[src/rtl/u8vc_pkg.sv]
// Shared types, constants and helpers for the UTF-8 stream validator.
package u8vc_pkg;

  localparam int MAX_UNITS = 4;
  localparam int COUNT_W = 32;
  localparam int PEND_W = 2;
  localparam int LEAD_W = $clog2(MAX_UNITS + 1);

  localparam logic [COUNT_W-1:0] COUNT_MAX = {COUNT_W{1'b1}};
  localparam logic [1:0] CONT_TAG = 2'b10;

  typedef struct packed {
    logic [PEND_W-1:0]  pend;
    logic               err;
    logic [COUNT_W-1:0] points;
  } u8vc_state_t;

  typedef struct packed {
    logic               string_valid;
    logic [COUNT_W-1:0] code_point_count;
  } u8vc_result_t;

  // Run of leading ones from the top bit, capped at MAX_UNITS.
  function automatic logic [LEAD_W-1:0] lead_ones(input logic [7:0] b);
    logic [LEAD_W-1:0] n;
    logic              run;
    n = '0;
    run = 1'b1;
    for (int i = 0; i < MAX_UNITS; i++) begin
      if (run && b[7-i]) begin
        n = n + LEAD_W'(1);
      end else begin
        run = 1'b0;
      end
    end
    return n;
  endfunction

endpackage

[src/rtl/u8vc_step.sv]
// Per-byte state update and end-of-string result for the UTF-8 validator.
module u8vc_step
  import u8vc_pkg::*;
(
  input  u8vc_state_t  state_i,
  input  logic [7:0]   data_byte,
  input  logic         last_byte,
  output u8vc_state_t  state_nxt,
  output u8vc_result_t result
);

  logic [LEAD_W-1:0] k;
  u8vc_state_t       upd;
  logic [COUNT_W-1:0] points_inc;

  assign k = lead_ones(data_byte);
  assign points_inc = (state_i.points == COUNT_MAX) ? state_i.points
                                                    : state_i.points + COUNT_W'(1);

  always_comb begin
    upd = state_i;
    if (state_i.pend != '0) begin
      if (data_byte[7:6] != CONT_TAG) begin
        upd.err = 1'b1;
      end
      upd.pend = state_i.pend - PEND_W'(1);
    end else if (k == '0) begin
      upd.points = points_inc;
    end else if (k == LEAD_W'(1)) begin
      upd.err = 1'b1;
    end else begin
      upd.pend = PEND_W'(k - LEAD_W'(1));
      upd.points = points_inc;
    end
    if (upd.pend != '0) begin
      result.string_valid = 1'b0;
    end else begin
      result.string_valid = !upd.err;
    end
    result.code_point_count = result.string_valid ? upd.points : '0;
    state_nxt = last_byte ? '0 : upd;
  end

endmodule

[src/rtl/utf8_stream_validate_count.sv]
// Top level of the streaming UTF-8 structure checker and code point counter.
//
// Input channel: one string byte per request on in_data_byte, with
// in_last_byte set on the final byte. Requests are taken by in_valid and
// in_ready. Result channel: one request per string, issued after its final
// byte, carrying out_string_valid and out_code_point_count (zero when the
// string is invalid, saturating at all ones).
// Throughput is one byte per cycle while the input channel does not stall.
// A byte is held in an input register, then the state update and result
// logic write the result register, from which the result is offered.
// Reset (rst_n low, synchronous) clears the string state and empties both
// registers. When the receiver stalls, bytes that give no result keep
// flowing; a final byte waits in the input register until the result
// register is free, and only then does the input channel stall.
module utf8_stream_validate_count
  import u8vc_pkg::*;
(
  input  logic               clk,
  input  logic               rst_n,
  input  logic               in_valid,
  output logic               in_ready,
  input  logic [7:0]         in_data_byte,
  input  logic               in_last_byte,
  output logic               out_valid,
  input  logic               out_ready,
  output logic               out_string_valid,
  output logic [COUNT_W-1:0] out_code_point_count
);

  logic         s1_valid_r;
  logic [7:0]   s1_byte_r;
  logic         s1_last_r;
  u8vc_state_t  state_r;
  u8vc_state_t  state_nxt;
  u8vc_result_t result;
  u8vc_result_t res_r;
  logic         out_valid_r;
  logic         out_free;
  logic         s1_adv;

  u8vc_step u_step (
    .state_i   (state_r),
    .data_byte (s1_byte_r),
    .last_byte (s1_last_r),
    .state_nxt (state_nxt),
    .result    (result)
  );

  assign out_free = !out_valid_r || out_ready;
  assign s1_adv = s1_valid_r && (!s1_last_r || out_free);
  assign in_ready = !s1_valid_r || s1_adv;

  always_ff @(posedge clk) begin
    if (!rst_n) begin
      s1_valid_r <= 1'b0;
    end else if (in_ready) begin
      s1_valid_r <= in_valid;
    end
  end

  always_ff @(posedge clk) begin
    if (in_ready && in_valid) begin
      s1_byte_r <= in_data_byte;
      s1_last_r <= in_last_byte;
    end
  end

  always_ff @(posedge clk) begin
    if (!rst_n) begin
      state_r <= '0;
    end else if (s1_adv) begin
      state_r <= state_nxt;
    end
  end

  always_ff @(posedge clk) begin
    if (!rst_n) begin
      out_valid_r <= 1'b0;
    end else if (out_free) begin
      out_valid_r <= s1_adv && s1_last_r;
    end
  end

  always_ff @(posedge clk) begin
    if (s1_adv && s1_last_r) begin
      res_r <= result;
    end
  end

  assign out_valid = out_valid_r;
  assign out_string_valid = res_r.string_valid;
  assign out_code_point_count = res_r.code_point_count;

endmodule
[config.mk]
export PLATFORM = sky130hd
export DESIGN_NAME = utf8_stream_validate_count
export DESIGN_NICKNAME = d
export VERILOG_FILES = /design/src/rtl/u8vc_pkg.sv /design/src/rtl/u8vc_step.sv /design/src/rtl/utf8_stream_validate_count.sv
export SDC_FILE = /design/constraint.sdc
export NUM_CORES = 1
export LEC_CHECK = 0
export ABC_CLOCK_PERIOD_IN_PS = 3600
export BUFFER_PORTS_ARGS = -buffer_cell sky130_fd_sc_hd__clkbuf_2
export CAP_MARGIN = 5
export CELL_PAD_IN_SITES_DETAIL_PLACEMENT = 1
export CELL_PAD_IN_SITES_GLOBAL_PLACEMENT = 1
export CORE_ASPECT_RATIO = 0.7
export CORE_UTILIZATION = 45
export DETAILED_ROUTE_END_ITERATION = 8
export PLACE_DENSITY = 0.86
export SETUP_SLACK_MARGIN = 0.02
export SLEW_MARGIN = 20
export SYNTH_ARGS = -nofsm -noshare
export SYNTH_HDL_FRONTEND = slang
export SYNTH_SLANG_ARGS = --single-unit
[constraint.sdc]
create_clock -name clk -period 3.6 [get_ports clk]
set_input_delay 0.36 -clock clk [delete_from_list [all_inputs] [get_ports clk]]
set_output_delay 0.36 -clock clk [all_outputs]
set_load 0.05 [all_outputs]
==> flow_summary.toml <==
[setup_path]
slowest_stage = "nor3_1"
cp.depth = 10
slowest_delay_ps = 520
startpoint_type = "flop"
worstSetupPathType = "flop to flop"
cp_num_buf_inv = 0
critical_path.top_delay_family = "simple AND/OR/NAND/NOR gates"
setup.worst_path.end_class = "flop"
crit_required_ps = 3690
critPathMaxFanout = 8
arrival_ps = 3170
rr_worst_depth = 10
worstPathCellList = "and2_1, ha_1, o21ai_0, ha_1, nor2b_1, o22ai_2, nand3_1, nor3_1, xnor2_1, nor2_1"
crit_top_cell = "ha_1"

[logic_synthesis]
postSynthCellCount = 405
yosysTopAreaCell = "edfxtp_1"
ys_top_cells_by_area = "edfxtp_1 29%, dfxtp_1 19%, nor2_1 4.7%"
synth.avg_cell_area_um2 = 9.56
netlist_area_um2 = 3870
synth-edff-count = 38
synth_top_flop_cell = "edfxtp_1"
ys_seq_area_share_pct = 48.6
ys.warnings.count = 0
synthArstFlopShare_pct = 0
synth_top_area_share_pct = 29.5
synth_seq_cells = 75
synth_cell_types = 59
synth_nets = 422

[sta]
min_period_over_period_pct = 85.6
fin_setup_tns_ps = 0
worstMarginPinSlew_ps = 904
max_freq_ghz = 0.324
fin_crit_ps = 3080
rsz0062_at_grt = "false"
relSlewSlack_pct = 39.6
setup_violations = 0
hold_violations = 0
fin_skew_ps = 7.54
drv_slew = 0

[pwr]
p_leak_nw = 1.68
finalPower_w = 0.00200
cellPowerDensity_nw_per_um2 = 446
ir_drop_mv = 0.286

[finish]
area_growth_pct = 16.0
layout_common_cells = "47 x nor2_1, 43 x clkbuf_2, 38 x edfxtp_1"
multiInputGateArea_um2 = 1860
nNetsFinal = 462
utilization_pct = 55.4
drive_gt1_share_pct = 18.9
antennaDiodeCount = 0
fill_cells = 932
regArea_um2 = 1880
final_common_cell = "nor2_1"

[placed_design]
dpl.hpwl_um = 6850
gp_congestion = 0.843
portBuffers = 43

[floorplan]
ios = 48
dieArea_um2 = 8980
core.rowCount = 27
coreArea_um2 = 8110
initial_core_util_pct = 47.7
fp.dieH_um = 79.6
dieWidth_um = 113

[routing]
ant_nets = 0
drt_first_pass_iters = 4
route.detailed.drc = 0
finalWirelength_um = 9380
wl_per_cell_um = 17.0
drt_iter0_drc = 163
vias = 3261
viasPerCell = 5.92

[clock_tree]
cts_root_buf = "clkbuf_16"
cts-hold-fix-buffers = 0
cts_sinks = 75
clk_latency_ps = 340
h-tree-depth = 3
postCtsSetupBuffers = 0
clk_pin_slew_ps = 60
cts_resized = 0
numCtsBuffers = 9
cts_tree = "built"
cts-root-to-sink-buffers = 2

[global_routing]
grt_first_pass_wirelength_um = 15700
antenna_found_initial = 0
grt_max_degree = 24
first_global_vias = 3219
track_usage_pct = 22.7
gr-total-overflow = 0

[min_path]
min_path_cells = 1
hold_class = "primary input to flop"

[flow_run]
cap_violations = 0

[status]
status = "finished clean"
## cells by family (layout without fill, tap and decap cells)
family                   count (synthesis)  count (layout)  synth area share [%]
AO/OA/AOI/OAI                           79              79                  14.2
XOR/XNOR                                31              31                  7.02
adder cells (fa/ha/maj)                  4               4                  1.29
buffers and inverters                   33              78                  3.56
flip-flops                              75              75                  48.6
multiplexers                             1               1                 0.291
AND/OR/NAND/NOR                        182             182                  25.1
## synth_stat cells, types with 2 or more instances
library cell and count:
xor2_1 14, nand4_1 12, and2_1 7, edfxtp_1 38
nor2b_1 8, nand3b_1 3, o21ai_1 2, and3_1 7
nor2_1 48, nand4b_1 2, nand3_2 2, nor3_1 11
and4_1 2, o31ai_1 8, a21oi_1 13, dfxtp_1 37
o21ai_0 14, clkbuf_1 15, buf_2 5, inv_1 12
nand3_1 14, a21boi_0 5, a21o_1 3, o211ai_1 4
xnor2_1 17, nand2b_1 4, ha_1 4, nor4_1 6
a22o_1 2, or4_1 2, nand4_2 2, or3_1 4
and3_4 3, o311ai_0 2, a31oi_1 14, nand2_1 36
## path summary, 6_finish.rpt
kind	from	end	slack [ps]
setup reg to reg	s1_byte_r[7]	out_code_point_count[21]	520
hold reg to reg	state_r[32]	state_r[32]	490
setup / recovery	s1_byte_r[7]	out_code_point_count[21]	520
hold / removal	in_last_byte	s1_last_r	200
## cell type report
type                            count  share of cell area, %
Sequential cell                    75                   41.9
Multi-Input combinational cell    297                   41.4
Timing Repair Buffer               50                   5.97
Clock buffer                       11                   5.19
Tap cell                          101                   2.82
Clock inverter                      5                   1.73
Inverter                           12                   1.00
## per-layer routing
metal	GRT usage (%)	part of all wire [%]
met2	36.5	46
met3	5.85	5.7
met5	0	0
met1	29.6	47
met4	7.87	1.4
## worst reg2reg max path, delay by kind of cell (launching register included)
| family | cells | cell delay (ps) |
|---|---|---|
| DFF | 1 | 450 |
| adders and majority gates | 2 | 510 |
| AOI/OAI and AO/OA | 2 | 530 |
| xor gates and xnor gates | 1 | 170 |
| and+or+nand+nor | 5 | 1180 |
## metrics by stage
stage / instances / hold slack, ps / area [um^2] / worst slack, ps
floorplan: 405 / 438 / 3870 / 924
global placement: 535 / 456 / 4180 / 628
detailed placement: 535 / 477 / 4180 / 523
CTS: 551 / 192 / 4490 / 501
global route: 551 / 186 / 4490 / 282
finish: 551 / 202 / 4490 / 518
## sequential cells by signal, indices dropped and copies added (netlist names)
name	count
state_r	35
out_code_point_count	32
s1_byte_r	4
out_string_valid	1
out_valid	1
s1_last_r	1
s1_valid_r	1
## report_power, final
| part | internal, W | leakage (nW) | switching [W] | total [W] |
|---|---|---|---|---|
| Clock | 0.000604 | 0.150 | 0.000335 | 0.000940 |
| Sequential | 0.000908 | 0.696 | 0.00000841 | 0.000916 |
| Combinational | 0.0000403 | 0.837 | 0.000106 | 0.000146 |
| Total | 0.00155 | 1.68 | 0.000450 | 0.00200 |
Power figures use the tool's default switching activity.
